$ cat config.mk
export PLATFORM = sky130hd
export DESIGN_NAME = hsv_to_bgr_pixel
export DESIGN_NICKNAME = d
export VERILOG_FILES = /design/src/rtl/hsv2bgr_pkg.sv /design/src/rtl/hsv_to_bgr_pixel.sv
export SDC_FILE = /design/constraint.sdc
export NUM_CORES = 2
export LEC_CHECK = 0
export BUFFER_PORTS_ARGS = -buffer_cell sky130_fd_sc_hd__buf_2
export CAP_MARGIN = 0
export CORE_ASPECT_RATIO = 1.2
export CORE_MARGIN = 10
export CORE_UTILIZATION = 40
export CTS_BUF_LIST = sky130_fd_sc_hd__clkbuf_4 sky130_fd_sc_hd__clkbuf_8
export CTS_CLUSTER_SIZE = 30
export DETAILED_ROUTE_END_ITERATION = 10
export HOLD_SLACK_MARGIN = 0.03
export PLACE_DENSITY_LB_ADDON = 0.05
export SETUP_SLACK_MARGIN = 0.4
export SKIP_LAST_GASP = 1
export SLEW_MARGIN = 10
export SYNTH_ARGS = -nofsm -noshare
export SYNTH_HDL_FRONTEND = slang
export SYNTH_SLANG_ARGS = --single-unit
$ cat constraint.sdc
create_clock -name aclk -period 12.97 [get_ports aclk]
set_clock_uncertainty 0.15 [all_clocks]
set_input_delay 1.9455 -clock aclk [delete_from_list [all_inputs] [get_ports aclk]]
set_output_delay 1.9455 -clock aclk [all_outputs]
set_load 0.02 [all_outputs]
$ cat src/rtl/hsv2bgr_pkg.sv
`timescale 1ns / 1ps
`default_nettype none

package hsv2bgr_pkg;

    // Input and result field widths
    localparam int unsigned CHAN_W = 8;
    localparam int unsigned TDATA_W = 24;

    // Hue geometry, in two-degree units
    localparam logic [CHAN_W-1:0] HUE_WRAP = 8'd180;
    localparam logic [4:0] HUE_PER_SECTOR = 5'd30;

    // Common denominator 255 * 30
    localparam int unsigned DENOM = 7650;
    localparam int unsigned COEF_W = 13;     // holds 0..7650
    localparam int unsigned PROD_W = 21;     // brightness * coefficient
    localparam int unsigned NUM_W = 22;      // 2 * product + DENOM

    // Rounded divide by 2 * DENOM as multiply by a ceiling reciprocal.
    // Exact for every numerator below 2^NUM_W.
    localparam int unsigned RECIP_SHIFT = 36;
    localparam int unsigned RECIP_W = 23;
    localparam longint unsigned RECIP_FULL =
        ((64'd1 << RECIP_SHIFT) + 64'(2 * DENOM) - 64'd1) / 64'(2 * DENOM);
    localparam logic [RECIP_W-1:0] RECIP_K = RECIP_W'(RECIP_FULL);
    localparam int unsigned MUL_W = NUM_W + RECIP_W;

    localparam logic [COEF_W-1:0] DENOM_C = COEF_W'(DENOM);

    // Candidate select codes
    typedef enum logic [1:0] {
        CAND_V    = 2'd0,   // v
        CAND_VS   = 2'd1,   // v(1-s)
        CAND_VSF  = 2'd2,   // v(1-s*f)
        CAND_VSNF = 2'd3    // v(1-s(1-f))
    } cand_sel_t;

    // Output lanes
    localparam int unsigned LANE_BLUE = 0;
    localparam int unsigned LANE_GREEN = 1;
    localparam int unsigned LANE_RED = 2;
    localparam int unsigned NUM_LANES = 3;

    typedef struct packed {
        cand_sel_t red;
        cand_sel_t green;
        cand_sel_t blue;
    } pick_t;

    // Per sector candidate selection
    function automatic pick_t pick_for_sector(input logic [2:0] sector);
        pick_t p;
        unique case (sector)
            3'd0:    p = '{red: CAND_V,    green: CAND_VSNF, blue: CAND_VS};
            3'd1:    p = '{red: CAND_VSF,  green: CAND_V,    blue: CAND_VS};
            3'd2:    p = '{red: CAND_VS,   green: CAND_V,    blue: CAND_VSNF};
            3'd3:    p = '{red: CAND_VS,   green: CAND_VSF,  blue: CAND_V};
            3'd4:    p = '{red: CAND_VSNF, green: CAND_VS,   blue: CAND_V};
            3'd5:    p = '{red: CAND_V,    green: CAND_VS,   blue: CAND_VSF};
            default: p = '{red: CAND_V,    green: CAND_V,    blue: CAND_V};
        endcase
        return p;
    endfunction

endpackage

`default_nettype wire

$ cat src/rtl/hsv_to_bgr_pixel.sv
`timescale 1ns / 1ps
`default_nettype none

// HSV to BGR pixel converter. Takes one pixel per clock while s_tready is
// high and returns one blue/green/red beat per pixel. An accepted pixel
// moves through the four register stages in order (hue split, coefficient
// products, brightness multiply, reciprocal multiply), each with at most one
// multiply on its path; m_tvalid rises when its beat reaches the last one.
// Throughput is one beat a clock while the output does not stall.
// Hue is in two-degree units (180 or more wraps), saturation and value are
// bytes; each channel is rounded half away from zero. Each stage moves on
// whenever its successor can take its beat, so bubbles are squeezed out and
// a new pixel is accepted while a finished one still waits at the output.
module hsv_to_bgr_pixel
    import hsv2bgr_pkg::*;
(
    input  wire logic                aclk,
    input  wire logic                aresetn,
    input  wire logic                s_tvalid,
    output logic                     s_tready,
    input  wire logic [TDATA_W-1:0]  s_tdata,   // hue, saturation, brightness
    output logic                     m_tvalid,
    input  wire logic                m_tready,
    output logic [TDATA_W-1:0]       m_tdata    // blue, green, red
);

    // ---------------------------------------------------------------
    // Stage advance chain: a stage loads when it is empty or its
    // successor loads in the same cycle.
    // ---------------------------------------------------------------
    logic v1_reg, v2_reg, v3_reg, v4_reg;
    logic v1_next, v2_next, v3_next, v4_next;
    logic en1, en2, en3, en4;

    assign en4 = !v4_reg || m_tready;
    assign en3 = !v3_reg || en4;
    assign en2 = !v2_reg || en3;
    assign en1 = !v1_reg || en2;
    assign s_tready = en1;

    assign v1_next = en1 ? s_tvalid : v1_reg;
    assign v2_next = en2 ? v1_reg   : v2_reg;
    assign v3_next = en3 ? v2_reg   : v3_reg;
    assign v4_next = en4 ? v3_reg   : v4_reg;

    always_ff @(posedge aclk) begin
        if (!aresetn) begin
            v1_reg <= 1'b0;
            v2_reg <= 1'b0;
            v3_reg <= 1'b0;
            v4_reg <= 1'b0;
        end else begin
            v1_reg <= v1_next;
            v2_reg <= v2_next;
            v3_reg <= v3_next;
            v4_reg <= v4_next;
        end
    end

    // ---------------------------------------------------------------
    // Stage 1: wrap hue, split into sector and remainder
    // ---------------------------------------------------------------
    logic [CHAN_W-1:0] in_hue, in_sat, in_val;
    logic [CHAN_W-1:0] hue_wrapped;
    logic [CHAN_W-1:0] sector_base;
    logic [2:0]        sector_next;
    logic [4:0]        rem_next;

    assign in_hue = s_tdata[CHAN_W-1:0];
    assign in_sat = s_tdata[2*CHAN_W-1:CHAN_W];
    assign in_val = s_tdata[3*CHAN_W-1:2*CHAN_W];

    assign hue_wrapped = (in_hue >= HUE_WRAP) ? (in_hue - HUE_WRAP) : in_hue;

    always_comb begin
        priority if (hue_wrapped >= 8'd150) begin
            sector_next = 3'd5;
            sector_base = 8'd150;
        end else if (hue_wrapped >= 8'd120) begin
            sector_next = 3'd4;
            sector_base = 8'd120;
        end else if (hue_wrapped >= 8'd90) begin
            sector_next = 3'd3;
            sector_base = 8'd90;
        end else if (hue_wrapped >= 8'd60) begin
            sector_next = 3'd2;
            sector_base = 8'd60;
        end else if (hue_wrapped >= 8'd30) begin
            sector_next = 3'd1;
            sector_base = 8'd30;
        end else begin
            sector_next = 3'd0;
            sector_base = 8'd0;
        end
    end

    assign rem_next = 5'(hue_wrapped - sector_base);

    logic [2:0]        sector_reg;
    logic [4:0]        rem_reg;
    logic [CHAN_W-1:0] sat1_reg, val1_reg;

    always_ff @(posedge aclk) begin
        if (en1) begin
            sector_reg <= sector_next;
            rem_reg    <= rem_next;
            sat1_reg   <= in_sat;
            val1_reg   <= in_val;
        end
    end

    // ---------------------------------------------------------------
    // Stage 2: candidate coefficients over DENOM, picked per lane
    // ---------------------------------------------------------------
    logic [COEF_W-1:0] sat_x30, sat_xf, sat_xnf;
    logic [COEF_W-1:0] cand_coef [4];
    logic [COEF_W-1:0] coef_next [NUM_LANES];
    pick_t             pick;

    assign sat_x30 = COEF_W'(sat1_reg) * COEF_W'(HUE_PER_SECTOR);
    assign sat_xf  = COEF_W'(sat1_reg) * COEF_W'(rem_reg);
    assign sat_xnf = COEF_W'(sat1_reg) * COEF_W'(HUE_PER_SECTOR - rem_reg);

    assign cand_coef[CAND_V]    = DENOM_C;
    assign cand_coef[CAND_VS]   = DENOM_C - sat_x30;
    assign cand_coef[CAND_VSF]  = DENOM_C - sat_xf;
    assign cand_coef[CAND_VSNF] = DENOM_C - sat_xnf;

    assign pick = pick_for_sector(sector_reg);
    assign coef_next[LANE_BLUE]  = cand_coef[pick.blue];
    assign coef_next[LANE_GREEN] = cand_coef[pick.green];
    assign coef_next[LANE_RED]   = cand_coef[pick.red];

    logic [COEF_W-1:0] coef_reg [NUM_LANES];
    logic [CHAN_W-1:0] val2_reg;

    always_ff @(posedge aclk) begin
        if (en2) begin
            coef_reg <= coef_next;
            val2_reg <= val1_reg;
        end
    end

    // ---------------------------------------------------------------
    // Stage 3: scale by brightness, add half for rounding
    // ---------------------------------------------------------------
    logic [NUM_W-1:0] num_next [NUM_LANES];
    logic [PROD_W-1:0] prod [NUM_LANES];

    always_comb begin
        for (int i = 0; i < NUM_LANES; i++) begin
            prod[i]     = PROD_W'(val2_reg) * PROD_W'(coef_reg[i]);
            num_next[i] = {prod[i], 1'b0} + NUM_W'(DENOM);
        end
    end

    logic [NUM_W-1:0] num_reg [NUM_LANES];

    always_ff @(posedge aclk) begin
        if (en3) begin
            num_reg <= num_next;
        end
    end

    // ---------------------------------------------------------------
    // Stage 4: divide by 2*DENOM through the reciprocal; output register
    // ---------------------------------------------------------------
    logic [MUL_W-1:0]  quot_full [NUM_LANES];
    logic [CHAN_W-1:0] chan_next [NUM_LANES];

    always_comb begin
        for (int i = 0; i < NUM_LANES; i++) begin
            quot_full[i] = MUL_W'(num_reg[i]) * MUL_W'(RECIP_K);
            chan_next[i] = quot_full[i][RECIP_SHIFT +: CHAN_W];
        end
    end

    logic [CHAN_W-1:0] chan_reg [NUM_LANES];

    always_ff @(posedge aclk) begin
        if (en4) begin
            chan_reg <= chan_next;
        end
    end

    assign m_tvalid = v4_reg;
    assign m_tdata  = {chan_reg[LANE_RED], chan_reg[LANE_GREEN], chan_reg[LANE_BLUE]};

    // ---------------------------------------------------------------
    // Assertions
    // ---------------------------------------------------------------
    a_sector_range: assert property (@(posedge aclk) disable iff (!aresetn)
        v1_reg |-> (sector_reg <= 3'd5 && rem_reg < HUE_PER_SECTOR))
        else $error("hue split out of range");

    a_full_stall: assert property (@(posedge aclk) disable iff (!aresetn)
        (v1_reg && v2_reg && v3_reg && v4_reg && !m_tready) |-> !s_tready)
        else $error("input taken into a full pipeline");

    a_empty_ready: assert property (@(posedge aclk) disable iff (!aresetn)
        !v1_reg |-> s_tready)
        else $error("empty first stage refuses a beat");

    a_advance: assert property (@(posedge aclk) disable iff (!aresetn)
        (v3_reg && en4) |=> m_tvalid)
        else $error("beat lost between last two stages");

endmodule

`default_nettype wire
==> flow_metrics.tcl <==
set metrics [dict create \
    post-dp-hpwl_um 77660 \
    worstPathArrival_ns 6.84 \
    syn_avg_cell_area_um2 9.649 \
    cts_resized 0 \
    nNetsFinal 5510 \
    drive_gt1_share_pct 2.987 \
    track_usage_pct 17.07 \
    worstSetupPathType "reg -> reg" \
    vias 26200 \
    critPathLaunch "num_reg[19]" \
    ys_seq_area_share_pct 12.24 \
    die_area_um2 111500 \
    place_area_um2 41140 \
    grt_setup_unrepaired "false" \
    ant_nets 0 \
    post-route-cell-area_um2 41590 \
    cts.clk_slew.worst_paths_ns 0.13 \
    fillers 9755 \
    setup_viol 0 \
    status "completed" \
    post-place-ws_ns 6.310 \
    htree_levels 4 \
    initial_core_util_pct 40.19 \
    drt-total-wl_um 90480 \
    antenna_found_initial 1 \
    portBuffers 53 \
    hold_path_class "reg -> reg" \
    hold_viol 0 \
    clock_path_buffers 2 \
    ys_types 81 \
    viasPerCell 4.852 \
    clock-sinks 162 \
    synth-edff-count 158 \
    drc 0 \
    numCtsBuffers 17 \
    fin_util_pct 42.41 \
    syn_to_final_growth_pct 5.541 \
    path_max_fanout 6 \
    hold_path_end "val2_reg[1]" \
    syn_inst 4084 \
    die_h_um 363.8 \
    synth_ff_type "edfxtp_1" \
    post-cts-setup-buffer-count 0 \
    r2r_slack_ns 6.31 \
    crit_path_end_kind "register" \
    worst_pin_slew_ns 1.087 \
    rows 126 \
    cp.required_ns 13.15 \
    synthTopCellsByArea "fa_1 29%, ha_1 25%, edfxtp_1 12%, inv_1 10%, and2_1 4.6%" \
    async_flop_share_pct 0 \
    yosys_warnings 0 \
    largest_reg_flops 63 \
    layout_common_cells "1046 x inv_1, 800 x ha_1, 577 x fa_1" \
    synth_compound_gate_area_share_pct 7.709 \
    period_minus_slack_ns 6.661 \
    syn-num-nets 5489 \
    rr_endpoint "m_tdata[23]" \
    cts-root-buf "clkbuf_8" \
    die_x_um 306.5 \
    synth-xor-area-share_pct 3.880 \
    holdPathStages 0 \
    wl_per_cell_um 16.76 \
    synth_mux_area_share_pct 0.1080 \
    slew_headroom_pct 27.54 \
    drv_slew 0 \
    synth-seq-cells 162 \
    setup_slack_ns 6.309 \
    drtIter0Drc 1057 \
    min_from "val1_reg[1]" \
    grt_overflow 0 \
    cts_tree "yes" \
    fin_crit_sh_pct 51.36 \
    crit_path_start_kind "register" \
    crit-reg2reg-launch "num_reg[19]" \
    final_common_cell "inv_1" \
    reg2regPathDepth 23 \
    synth_top_family_by_area "adder cells" \
    core_um2 98060 \
    gp_congestion 0.8603 \
    grt_pass1_vias 28430 \
    fmax_mhz 150.1 \
    tns_ns 0 \
    clk_latency_ns 0.60 \
    syn_area_um2 39410 \
    hold_buffers 0 \
    synth_top_area_share_pct 29.31 \
    maxCapViolations 0 \
    synth_fa_ha_area_share_pct 54.74 \
    synth_area_leader_cell "fa_1" \
    boundaryPins 54 \
    grt_pass1_wl_um 152500 \
    yosys.area_share.simple_pct 10.71 \
    grt_max_degree 64 \
    dr.pass1.iters 5 \
]
[cells in the mapped netlist (7+ instances only)]
cell type,instances
edfxtp_1,158
nor2_1,115
nand3_1,39
o211ai_1,14
xor2_1,59
nor2b_1,32
and3_1,16
a21oi_1,118
o22ai_1,10
o2111ai_1,9
a31oi_1,13
nor3_1,29
nand4_1,21
fa_1,577
a21boi_0,8
clkbuf_1,57
o21bai_1,8
o21ai_0,80
nand2b_1,19
a22oi_1,11
a2111oi_0,7
a211oi_1,20
and4_1,7
inv_1,1047
xnor2_1,113
and2_1,292
o21a_1,20
a221oi_1,8
a21o_1,65
nand2_1,196
ha_1,800
o31ai_1,7
[metal layers]
layer | vias to the layer above | track usage, % | part of all wire [%]
met2 | 221 | 30.69 | 50
met1 | 12850 | 22.27 | 47
met4 | 0 | 3.204 | 1.3
met5 | - | 0 | 0
li1 | 13070 | - | -
met3 | 59 | 1.439 | 1.6
[critical path, cell delays in order (launching register included)]
cell and delay [ns]:
edfxtp_1 0.53, ha_1 0.36, inv_1 0.05, fa_1 0.47
fa_1 0.56, inv_1 0.04, ha_1 0.26, inv_1 0.05
fa_1 0.53, inv_1 0.05, fa_1 0.47, inv_1 0.05
fa_1 0.47, inv_1 0.04, ha_1 0.29, a211oi_1 0.31
nand2_1 0.09, a2111oi_0 0.35, a211oi_1 0.17, nor3_2 0.26
a211oi_1 0.18, a311o_1 0.41, a21oi_1 0.19, xnor2_1 0.08
[stage by stage]
step | hold WS [ns] | cells
2_1_floorplan | 0.2503 | 4084
4_1_cts | 0.2873 | 5398
6_report | 0.2849 | 5399
3_5_place_dp | 0.2545 | 5366
5_1_grt | 0.2898 | 5399
3_3_place_gp | 0.2517 | 5366
[area by class of cell]
cell class,count,area (µm²),area share (%)
clock inverter,15,216.5,0.5205
multi-input combinational,2809,30410,73.11
timing repair buffer,67,370.4,0.8905
antenna,1,2.502,0.006017
tap,1280,1602,3.851
inverter,1048,3934,9.458
sequential,162,4825,11.60
clock buffer,17,234.0,0.5626
[cell families (layout without fill, tap and decap cells)]
family	Yosys count	in the layout
buffers and inverters	1113	1147
adders and majority gates	1378	1378
muxes	4	4
other	0	1
DFF	162	162
AOI/OAI and AO/OA	454	454
xor gates and xnor gates	173	173
and+or+nand+nor	800	800
[worst max-delay path by stage]
stage	to	cells past startpoint
floorplan	m_tdata[23]	23
global placement	m_tdata[23]	23
detailed placement	m_tdata[23]	23
CTS	m_tdata[23]	23
global route	m_tdata[23]	23
finish	m_tdata[23]	23
Power is not shown: default switching activity piles up to over one toggle a cycle in this logic, so the estimate is an artifact.
